--- config.mk ---
export PLATFORM = sky130hd
export DESIGN_NAME = aabb_affine_transform_top_flat
export DESIGN_NICKNAME = d
export VERILOG_FILES = /design/src/hdl/aabb_pkg.sv /design/src/hdl/aabb_cmd_if.sv /design/src/hdl/aabb_box_if.sv /design/src/hdl/aabb_affine_transform_top.sv /design/src/flat_wrapper.sv
export SDC_FILE = /design/constraint.sdc
export NUM_CORES = 2
export LEC_CHECK = 0
export BUFFER_PORTS_ARGS = -buffer_cell sky130_fd_sc_hd__buf_4
export CORE_AREA = 4 4 368 370
export DETAILED_ROUTE_END_ITERATION = 10
export DIE_AREA = 0 0 372 374
export PLACE_DENSITY = 0.77
export SYNTH_ARGS = -nofsm -noshare
export SYNTH_HDL_FRONTEND = slang
export SYNTH_SLANG_ARGS = --single-unit
--- constraint.sdc ---
create_clock -name clk -period 10.7 [get_ports clk]
set_clock_uncertainty 0.05 [all_clocks]
set_input_delay 1.605 -clock clk [delete_from_list [all_inputs] [get_ports clk]]
set_output_delay 1.605 -clock clk [all_outputs]
set_load 0.1 [all_outputs]
--- src/hdl/aabb_pkg.sv ---
// Package for the box transform block: number format, op and row codes.
// No dependencies; used by the interfaces, the top level and the checker.
package aabb_pkg;

    localparam int COORD_BITS = 32;
    localparam int FRAC_BITS  = 16;
    localparam int PROD_BITS  = 2 * COORD_BITS;
    localparam int ACC_BITS   = PROD_BITS + 2;
    localparam int OP_BITS    = 2;
    localparam int ROW_BITS   = 2;

    typedef logic signed [COORD_BITS-1:0] coord_t;
    typedef logic [OP_BITS-1:0]           op_t;
    typedef logic [ROW_BITS-1:0]          row_t;

    localparam op_t OP_LOAD_MIN = 2'd0;
    localparam op_t OP_LOAD_MAX = 2'd1;
    localparam op_t OP_ROW      = 2'd2;

    localparam row_t ROW_X = 2'd0;
    localparam row_t ROW_Y = 2'd1;
    localparam row_t ROW_Z = 2'd2;

    localparam coord_t COORD_MAX = {1'b0, {(COORD_BITS-1){1'b1}}};
    localparam coord_t COORD_MIN = {1'b1, {(COORD_BITS-1){1'b0}}};

endpackage

--- src/hdl/aabb_cmd_if.sv ---
// Command channel of the box transform block: corner loads and matrix rows.
// Depends on aabb_pkg.
interface aabb_cmd_if import aabb_pkg::*; ();
    logic   valid;
    logic   ready;
    op_t    op;
    row_t   row;
    coord_t val0;
    coord_t val1;
    coord_t val2;
    coord_t val3;

    modport source (output valid, op, row, val0, val1, val2, val3, input ready);
    modport sink   (input valid, op, row, val0, val1, val2, val3, output ready);
endinterface

--- src/hdl/aabb_box_if.sv ---
// Result channel of the box transform block: the transformed box.
// Depends on aabb_pkg.
interface aabb_box_if import aabb_pkg::*; ();
    logic   valid;
    logic   ready;
    coord_t min_x;
    coord_t min_y;
    coord_t min_z;
    coord_t max_x;
    coord_t max_y;
    coord_t max_z;
    logic   saturated;

    modport source (output valid, min_x, min_y, min_z, max_x, max_y, max_z, saturated,
                    input ready);
    modport sink   (input valid, min_x, min_y, min_z, max_x, max_y, max_z, saturated,
                    output ready);
endinterface

--- src/hdl/aabb_affine_transform_top.sv ---
// Top level of the box transform block: sequencer around one shared multiplier.
// Depends on aabb_pkg, aabb_cmd_if and aabb_box_if.
//
//   channel | direction | carries
//   cmd     | in        | op, row, val0..val3 (corner load or matrix row)
//   box     | out       | min_x..max_z, saturated (after a row-z transfer)
//
// A corner load leaves cmd.ready high. A matrix row item holds cmd.ready low
// after its transfer: six passes through the shared 32x32 multiplier, one
// for each coefficient and box extent, a step to add the last pair, then a
// rounding step. A finished box waits in the output register; a following
// row-z item stalls in its rounding step until that register is free.
// Reset clears the held box to zero and empties the output register.
module aabb_affine_transform_top import aabb_pkg::*;
(
    input logic       clk,
    input logic       rst_n,
    aabb_cmd_if.sink  cmd,
    aabb_box_if.source box
);

    localparam logic [2:0] MUL_STEPS = 3'd6;

    typedef enum logic [2:0] {
        S_IDLE = 3'b001,
        S_MUL  = 3'b010,
        S_RND  = 3'b100
    } state_t;

    state_t     state_reg, state_next;
    logic [2:0] cnt_reg, cnt_next;

    coord_t coef_reg [0:2];
    coord_t box_reg  [0:5];
    coord_t part_reg [0:3];
    row_t   row_reg;
    logic   sat_seen_reg;

    logic signed [PROD_BITS-1:0] prod_reg, first_reg, prod_full, pmin, pmax;
    logic signed [ACC_BITS-1:0]  lo_acc_reg, hi_acc_reg, acc_init, lo_sh, hi_sh;

    coord_t mul_a, mul_b, lo_val, hi_val;
    logic   lo_fit, hi_fit, clip;

    coord_t out_min_x_reg, out_min_y_reg, out_min_z_reg;
    coord_t out_max_x_reg, out_max_y_reg, out_max_z_reg;
    logic   out_sat_reg, out_valid_reg;

    logic cmd_xfer, row_ok, emit, rnd_done;

    // Handshake and sequencing conditions
    assign cmd.ready = (state_reg == S_IDLE);
    assign cmd_xfer  = cmd.valid && cmd.ready;
    assign row_ok    = (cmd.op == OP_ROW) &&
                       (cmd.row == ROW_X || cmd.row == ROW_Y || cmd.row == ROW_Z);
    assign emit      = (state_reg == S_RND) && (row_reg == ROW_Z) &&
                       (!out_valid_reg || box.ready);
    assign rnd_done  = (state_reg == S_RND) && ((row_reg != ROW_Z) || emit);

    // Select multiplier operands: coefficient against min then max extent
    always_comb
    begin
        case (cnt_reg)
            3'd0:    begin mul_a = coef_reg[0]; mul_b = box_reg[0]; end
            3'd1:    begin mul_a = coef_reg[0]; mul_b = box_reg[3]; end
            3'd2:    begin mul_a = coef_reg[1]; mul_b = box_reg[1]; end
            3'd3:    begin mul_a = coef_reg[1]; mul_b = box_reg[4]; end
            3'd4:    begin mul_a = coef_reg[2]; mul_b = box_reg[2]; end
            3'd5:    begin mul_a = coef_reg[2]; mul_b = box_reg[5]; end
            default: begin mul_a = '0;          mul_b = '0;          end
        endcase
    end

    // Shared multiplier
    assign prod_full = PROD_BITS'(mul_a) * PROD_BITS'(mul_b);

    // Pick the smaller and larger product of the current pair
    assign pmin = (first_reg < prod_reg) ? first_reg : prod_reg;
    assign pmax = (first_reg < prod_reg) ? prod_reg : first_reg;

    // Start value: translation scaled up, plus half an LSB for rounding
    assign acc_init = (ACC_BITS'(cmd.val3) <<< FRAC_BITS) +
                      (ACC_BITS'(1) << (FRAC_BITS - 1));

    // Round, then clip to the coordinate range
    always_comb
    begin
        lo_sh  = lo_acc_reg >>> FRAC_BITS;
        hi_sh  = hi_acc_reg >>> FRAC_BITS;
        lo_fit = (&lo_sh[ACC_BITS-1:COORD_BITS-1]) | ~(|lo_sh[ACC_BITS-1:COORD_BITS-1]);
        hi_fit = (&hi_sh[ACC_BITS-1:COORD_BITS-1]) | ~(|hi_sh[ACC_BITS-1:COORD_BITS-1]);
        lo_val = lo_fit ? lo_sh[COORD_BITS-1:0] : (lo_sh[ACC_BITS-1] ? COORD_MIN : COORD_MAX);
        hi_val = hi_fit ? hi_sh[COORD_BITS-1:0] : (hi_sh[ACC_BITS-1] ? COORD_MIN : COORD_MAX);
        clip   = !lo_fit || !hi_fit;
    end

    // Sequencer next state
    always_comb
    begin
        state_next = state_reg;
        cnt_next   = cnt_reg;
        unique case (state_reg)
            S_IDLE:
            begin
                if (cmd_xfer && row_ok)
                begin
                    state_next = S_MUL;
                    cnt_next   = '0;
                end
            end
            S_MUL:
            begin
                cnt_next = cnt_reg + 3'd1;
                if (cnt_reg == MUL_STEPS)
                begin
                    state_next = S_RND;
                end
            end
            S_RND:
            begin
                if (rnd_done)
                begin
                    state_next = S_IDLE;
                end
            end
            default:
            begin
                state_next = S_IDLE;
            end
        endcase
    end

    // Control state, held box and saturation history
    always_ff @(posedge clk or negedge rst_n)
    begin
        if (!rst_n)
        begin
            state_reg     <= S_IDLE;
            cnt_reg       <= '0;
            out_valid_reg <= 1'b0;
            sat_seen_reg  <= 1'b0;
            for (int i = 0; i < 6; i++)
            begin
                box_reg[i] <= '0;
            end
        end
        else
        begin
            state_reg <= state_next;
            cnt_reg   <= cnt_next;

            // Hold the result until the sink takes it
            if (emit)
            begin
                out_valid_reg <= 1'b1;
            end
            else if (box.ready)
            begin
                out_valid_reg <= 1'b0;
            end

            // Load a corner
            if (cmd_xfer && cmd.op == OP_LOAD_MIN)
            begin
                box_reg[0] <= cmd.val0;
                box_reg[1] <= cmd.val1;
                box_reg[2] <= cmd.val2;
            end
            else if (cmd_xfer && cmd.op == OP_LOAD_MAX)
            begin
                box_reg[3] <= cmd.val0;
                box_reg[4] <= cmd.val1;
                box_reg[5] <= cmd.val2;
            end

            // Replace the box and restart saturation history on a result
            if (emit)
            begin
                box_reg[0]   <= part_reg[0];
                box_reg[1]   <= part_reg[1];
                box_reg[2]   <= lo_val;
                box_reg[3]   <= part_reg[2];
                box_reg[4]   <= part_reg[3];
                box_reg[5]   <= hi_val;
                sat_seen_reg <= 1'b0;
            end
            else if (rnd_done)
            begin
                sat_seen_reg <= sat_seen_reg | clip;
            end
        end
    end

    // Datapath registers
    always_ff @(posedge clk)
    begin
        // Capture the row on its transfer
        if (cmd_xfer && row_ok)
        begin
            coef_reg[0] <= cmd.val0;
            coef_reg[1] <= cmd.val1;
            coef_reg[2] <= cmd.val2;
            row_reg     <= cmd.row;
            lo_acc_reg  <= acc_init;
            hi_acc_reg  <= acc_init;
        end

        // Advance the multiply and accumulate the pair extremes
        if (state_reg == S_MUL)
        begin
            prod_reg <= prod_full;
            if (cnt_reg != 3'd0)
            begin
                if (cnt_reg[0])
                begin
                    first_reg <= prod_reg;
                end
                else
                begin
                    lo_acc_reg <= lo_acc_reg + ACC_BITS'(pmin);
                    hi_acc_reg <= hi_acc_reg + ACC_BITS'(pmax);
                end
            end
        end

        // Keep x and y extremes until the z row arrives
        if (rnd_done && row_reg == ROW_X)
        begin
            part_reg[0] <= lo_val;
            part_reg[2] <= hi_val;
        end
        if (rnd_done && row_reg == ROW_Y)
        begin
            part_reg[1] <= lo_val;
            part_reg[3] <= hi_val;
        end

        // Load the output register
        if (emit)
        begin
            out_min_x_reg <= part_reg[0];
            out_min_y_reg <= part_reg[1];
            out_min_z_reg <= lo_val;
            out_max_x_reg <= part_reg[2];
            out_max_y_reg <= part_reg[3];
            out_max_z_reg <= hi_val;
            out_sat_reg   <= sat_seen_reg | clip;
        end
    end

    assign box.valid     = out_valid_reg;
    assign box.min_x     = out_min_x_reg;
    assign box.min_y     = out_min_y_reg;
    assign box.min_z     = out_min_z_reg;
    assign box.max_x     = out_max_x_reg;
    assign box.max_y     = out_max_y_reg;
    assign box.max_z     = out_max_z_reg;
    assign box.saturated = out_sat_reg;

endmodule

--- src/flat_wrapper.sv ---
// flat-port wrapper written by rule: the top's interface ports become plain ports
module aabb_affine_transform_top_flat import aabb_pkg::*;
  (clk, rst_n, cmd_valid, cmd_op, cmd_row, cmd_val0, cmd_val1, cmd_val2, cmd_val3, cmd_ready, box_valid, box_min_x, box_min_y, box_min_z, box_max_x, box_max_y, box_max_z, box_saturated, box_ready);
  aabb_cmd_if cmd_i ();
  aabb_box_if box_i ();
  input logic clk;
  input logic rst_n;
  input wire logic [$bits(cmd_i.valid)-1:0] cmd_valid;
  input wire logic [$bits(cmd_i.op)-1:0] cmd_op;
  input wire logic [$bits(cmd_i.row)-1:0] cmd_row;
  input wire logic [$bits(cmd_i.val0)-1:0] cmd_val0;
  input wire logic [$bits(cmd_i.val1)-1:0] cmd_val1;
  input wire logic [$bits(cmd_i.val2)-1:0] cmd_val2;
  input wire logic [$bits(cmd_i.val3)-1:0] cmd_val3;
  output wire logic [$bits(cmd_i.ready)-1:0] cmd_ready;
  output wire logic [$bits(box_i.valid)-1:0] box_valid;
  output wire logic [$bits(box_i.min_x)-1:0] box_min_x;
  output wire logic [$bits(box_i.min_y)-1:0] box_min_y;
  output wire logic [$bits(box_i.min_z)-1:0] box_min_z;
  output wire logic [$bits(box_i.max_x)-1:0] box_max_x;
  output wire logic [$bits(box_i.max_y)-1:0] box_max_y;
  output wire logic [$bits(box_i.max_z)-1:0] box_max_z;
  output wire logic [$bits(box_i.saturated)-1:0] box_saturated;
  input wire logic [$bits(box_i.ready)-1:0] box_ready;
  assign cmd_i.valid = cmd_valid;
  assign cmd_i.op = cmd_op;
  assign cmd_i.row = cmd_row;
  assign cmd_i.val0 = cmd_val0;
  assign cmd_i.val1 = cmd_val1;
  assign cmd_i.val2 = cmd_val2;
  assign cmd_i.val3 = cmd_val3;
  assign cmd_ready = cmd_i.ready;
  assign box_valid = box_i.valid;
  assign box_min_x = box_i.min_x;
  assign box_min_y = box_i.min_y;
  assign box_min_z = box_i.min_z;
  assign box_max_x = box_i.max_x;
  assign box_max_y = box_i.max_y;
  assign box_max_z = box_i.max_z;
  assign box_saturated = box_i.saturated;
  assign box_i.ready = box_ready;
  aabb_affine_transform_top u_core (.clk(clk), .rst_n(rst_n), .cmd(cmd_i), .box(box_i));
endmodule
Word level (Yosys, flattened, before mapping)
Memories as Yosys holds them, arrays and structs flattened.
Cells that the tools add are included.
{"block": "totals", "n_memories": 2, "input_bits": 136, "reg_bits": 655, "output_inout_bits": 195, "word_cells": 138, "mem_bits_ro": 0, "ramBits": 224, "latch_bits": 0}
{"block": "op_classes", "multipliers": 1, "add_sub_neg": 4, "n_div": 0, "n_eq_ne": 20, "magnitude_cmp": 1, "shift": 0, "reduce_logical": 41, "n_mux": 42, "bitwise": 5}
{"name": "u_core.part_reg", "words": 4, "width": 32, "read_ports": 4, "rd_clocked_by_memory_dff": 0, "write_ports": 2, "line": "aabb_affine_transform_top.sv:35", "rtl": "coord_t part_reg [0:3];"}
{"name": "u_core.coef_reg", "words": 3, "width": 32, "read_ports": 3, "rd_clocked_by_memory_dff": 0, "write_ports": 3, "line": "aabb_affine_transform_top.sv:33", "rtl": "coord_t coef_reg [0:2];"}
{"operator": "$mux W66", "count": 8}
{"operator": "$mux W96", "count": 3}
{"operator": "$mux W192", "count": 1}
{"operator": "$mux W32", "count": 6}
{"operator": "$pmux W32 S6", "count": 1}
{"operator": "$add A66 B64 Y66", "count": 2}
{"operator": "$mux W64", "count": 2}
{"operator": "$pmux W32 S3", "count": 1}
{"operator": "$lt A64 B64 Y1", "count": 1}
{"operator": "$mul A32 B32 Y64", "count": 1}
{"operator": "$reduce_or A32 Y1", "count": 2}
{"operator": "$add A48 B17 Y49 const B", "count": 1}
{"operator": "$reduce_and A19 Y1", "count": 2}
{"operator": "$reduce_or A19 Y1", "count": 2}
{"operator": "$eq A3 B3 Y1 const B", "count": 4}
{"operator": "$mux W1", "count": 12}
{"operator": "$mux W3", "count": 4}
{"operator": "$logic_and A1 B1 Y1", "count": 10}
{"operator": "$reduce_bool A2 Y1", "count": 5}
{"operator": "$eq A3 B2 Y1 const B", "count": 3}
{"operator": "$pmux W3 S3", "count": 1}
{"operator": "$eq A2 B1 Y1 const B", "count": 3}
{"operator": "$eq A2 B2 Y1 const B", "count": 3}
{"operator": "$eq A3 B1 Y1 const B", "count": 2}
{"operator": "15 further kinds", "count": 34}

Longest topological paths before layout
{"block": "logic_depth", "word_depth": 10, "ltp_mapped": 38}

Least setup slack after synthesis
OpenSTA, ideal clock, no wires.
{"block": "synth_timing", "path_kind": "reg-to-reg", "from": "reg u_core.cnt_reg[0]", "to": "reg u_core.prod_reg[60] (data pin)", "period_less_slack_ns": 9.549, "slack_ns": 1.151, "arrival_time_ns": 9.235, "path_buffers": 6, "t_required_ns": 10.386, "stages_incl_launch_ff": 37, "setup_ns": 0.264, "cell_sequence": "dfrtp_1 > ha_1 > ha_1 > clkbuf_1 > or2_2 > clkbuf_1 > clkbuf_1 > a22oi_1 > and2_1 > clkbuf_1 > buf_1 > nor2_1 > fa_1 > inv_1 > fa_1 > inv_1 > fa_1 > fa_1 > inv_1 > fa_1 > inv_1 > fa_1 > inv_1 > fa_1 > fa_1 > inv_1 > ha_1 > clkbuf_1 > a21o_1 > a21o_1 > a21oi_1 > nor2_1 > a211oi_1 > o31ai_1 > a221o_1 > a21oi_1 > xnor2_1"}
{"block": "synth_via", "elab_chain_len": 4, "word_cells_on_any_way": 12, "cone_classes": "1 x mul; 5 x eq/ne; 2 x mux; 4 x reduce/logical"}
{"item": "start: declaration", "line": "aabb_affine_transform_top.sv:31", "rtl": "logic [2:0] cnt_reg, cnt_next;"}
{"item": "start signal: assignment", "line": "aabb_affine_transform_top.sv:150", "rtl": "cnt_reg <= cnt_next;"}
{"item": "$eq A3 B3 Y1, or another cell as far along", "line": "aabb_affine_transform_top.sv:63", "rtl": "case (cnt_reg)"}
{"item": "$reduce_or A2 Y1 (no line)"}
{"item": "$pmux W32 S3", "line": "aabb_affine_transform_top.sv:63"}
{"item": "$mul A32 B32 Y64 *", "line": "aabb_affine_transform_top.sv:75", "rtl": "assign prod_full = PROD_BITS'(mul_a) * PROD_BITS'(mul_b);"}
{"item": "net u_core.prod_full[60]", "line": "aabb_affine_transform_top.sv:39", "rtl": "logic signed [PROD_BITS-1:0] prod_reg, first_reg, prod_full, pmin, pmax;"}
{"item": "end signal: assignment", "line": "aabb_affine_transform_top.sv:211", "rtl": "prod_reg <= prod_full;"}
{"item": "end: declaration", "line": "aabb_affine_transform_top.sv:39"}
The timed path passes the listed nets; every way through them passes the cells marked *.
A chain may end at the register's enable or synchronous reset.

Worst setup path in the final report
{"block": "layout_timing", "from": "reg u_core.cnt_reg[0]", "to": "reg u_core.prod_reg[63] (data pin)"}
The elaborated chain is that of the path after synthesis.

==> flow_summary.json <==
{
  "status": "complete, no violations",
  "critPathMaxFanout": 17,
  "synth.area.top_cells": "fa_1 28%, edfxtp_1 21%, dfrtp_1 6.3%, ha_1 6.1%, inv_1 5.2%",
  "synth_ff_type": "edfxtp_1",
  "crit_path_start_kind": "flip-flop",
  "critPathRequiredTime_ns": 11.07,
  "postCtsSetupBuffers": 0,
  "row_count": 134,
  "finalHoldViolCount": 0,
  "netlist_instances": 7808,
  "crit_path_end_kind": "flip-flop",
  "grt_use_total_pct": 37.8,
  "mappedNetlistNets": 9410,
  "die_x_um": 372,
  "rsz0062_at_grt": "false",
  "final.period_utilization_pct": 97.2,
  "final_antenna_net_count": 0,
  "grt_overflow": 0,
  "die_y_um": 374,
  "placedCellCount": 9700,
  "synth_top_area_cell": "fa_1",
  "drtIter0Drc": 7042,
  "cts.repair.resized": 0,
  "netlist_area_um2": 78700,
  "setup_tns_ns": 0,
  "drc_errors": 0,
  "instances_no_fill": 9868,
  "drt-total-wl_mm": 262,
  "worst_path_most_repeated_cell": "fa_1",
  "drt_pass1_iterations": 8,
  "cts_buffer_depth": 3,
  "avgViaCountPerCell": 6.17,
  "max_freq_ghz": 0.0962,
  "yosysWarnings": 0,
  "reg2reg_slack_ns": 0.30,
  "pin_count": 331,
  "cts.hold.buffers_added": 0,
  "grt_max_degree": 236,
  "cts_root_buf": "clkbuf_16",
  "max_slew_margin_pct": 31.1,
  "path_class": "reg2reg",
  "clk_pin_slew_ns": 0.07,
  "finish.utilization_pct": 65.5,
  "tightest_slew_ns": 1.03,
  "yosys-top-cells-count": "1097 x inv_1, 1084 x fa_1, 940 x nand2_1",
  "ys_seq_area_share_pct": 30.6,
  "holdCritPathClass": "reg2reg",
  "area_delta_synth_final_pct": 10.4,
  "cp_slowest_stage_delay_ns": 0.55,
  "vias": 60900,
  "post-route-min-period_ns": 10.40,
  "placed_area_um2": 83700,
  "drv_slew": 0,
  "drv_cap": 0,
  "synth_top_area_share_pct": 27.6,
  "ys_ff_latch": 879,
  "core_um2": 133000,
  "async_flop_share_pct": 22.8,
  "syn_area_per_cell_um2": 10.1,
  "grt_pass1_vias": 61400,
  "crit_arrival_ns": 10.76,
  "gp_congestion": 1.04,
  "final_area_um2": 86800,
  "grt_first_pass_wirelength_mm": 390,
  "drive_above_1_share_pct": 10.4,
  "io_buffers": 330,
  "setup_viol": 0,
  "start_util_pct": 59.3,
  "cts_tree": "yes",
  "numCtsBuffers": 86,
  "dieArea_um2": 139000,
  "critPathSlowestCell": "fa_1",
  "hpwl_mm": 208,
  "synth-edff-count": 547,
  "nets": 9622,
  "clk_latency_ns": 0.73,
  "largest_reg_flops": 192,
  "yosysUniqueCellTypes": 91,
  "routed_wire_length_per_instance_um": 26.5,
  "antenna_found_initial": 12,
  "cts.sinks": 879,
  "synthMostInstantiatedCell": "inv_1",
  "cts-htree-levels": 3
}
## metrics by stage
step,hold WS (ns),setup WS (ns)
5_1_grt,0.400,0.00867
2_1_floorplan,0.376,1.15
6_report,0.396,0.305
3_5_place_dp,0.384,0.524
4_1_cts,0.395,0.354
3_3_place_gp,0.378,0.648
## worst paths after layout
| path | start | to | cells after the start |
|---|---|---|---|
| min reg2reg | u_core.part_reg[0][22] | u_core.box.min_x[22] | 0 |
| min | u_core.part_reg[0][22] | u_core.box.min_x[22] | 0 |
| max reg2reg | u_core.cnt_reg[0] | u_core.prod_reg[63] | 31 |
| min in group asynchronous | rst_n | u_core.box_reg[173] | 1 |
| max in group asynchronous | rst_n | u_core.cnt_reg[2] | 2 |
| max | u_core.cnt_reg[0] | u_core.prod_reg[63] | 31 |
## layout by cell type (no fill, tap or decap), drive strengths merged, types with 132 or more instances in the layout
cell | netlist | routed
a21o | 247 | 247
a21oi | 323 | 323
buf | 53 | 543
dfrtp | 199 | 199
dfxtp | 132 | 132
edfxtp | 547 | 547
fa | 1084 | 1084
ha | 382 | 382
inv | 1097 | 1105
mux2i | 197 | 197
nand2 | 940 | 940
nor2 | 747 | 747
o21ai | 350 | 350
## critical path, delay by kind of cell, from the launching register on
kind | cells | cell delay, ns
AOI/OAI and AO/OA | 11 | 2.83
xor gates and xnor gates | 1 | 0.08
adders and majority gates | 10 | 4.63
buffers and inverters | 5 | 0.89
DFF | 1 | 0.48
and+or+nand+nor | 4 | 1.10
## cells by family after synthesis
logic type / after synthesis / share of synthesized area (%)
flops: 879 / 30.6
buf+inv: 1516 / 7.25
compound gates: 1319 / 10.7
fa+ha+maj: 1466 / 33.7
xor+xnor: 197 / 2.21
mux: 318 / 4.24
simple gates: 2113 / 11.3
## layout make-up
class | instances | area [µm²]
multi-input cells | 5413 | 49100
fillers | 10300 | 45800
inverters | 1097 | 4130
flip-flops and latches | 879 | 24100
clock buffers | 106 | 2320
diodes | 6 | 15.0
well taps | 1768 | 2210
clock inverters | 56 | 751
repair buffers | 543 | 4230
## per-layer routing
layer / up-vias / global-route usage (%) / wire length, µm
met2: 3659 / 56.2 / 115000
met4: 4 / 23.3 / 21000
met5: - / 0 / 27
li1: 26000 / - / -
met1: 30400 / 50.1 / 96700
met3: 819 / 9.58 / 29200
Power is left out: the tool's default activity adds up to more than one toggle a clock period on the data nets, which glitch-free logic cannot reach.
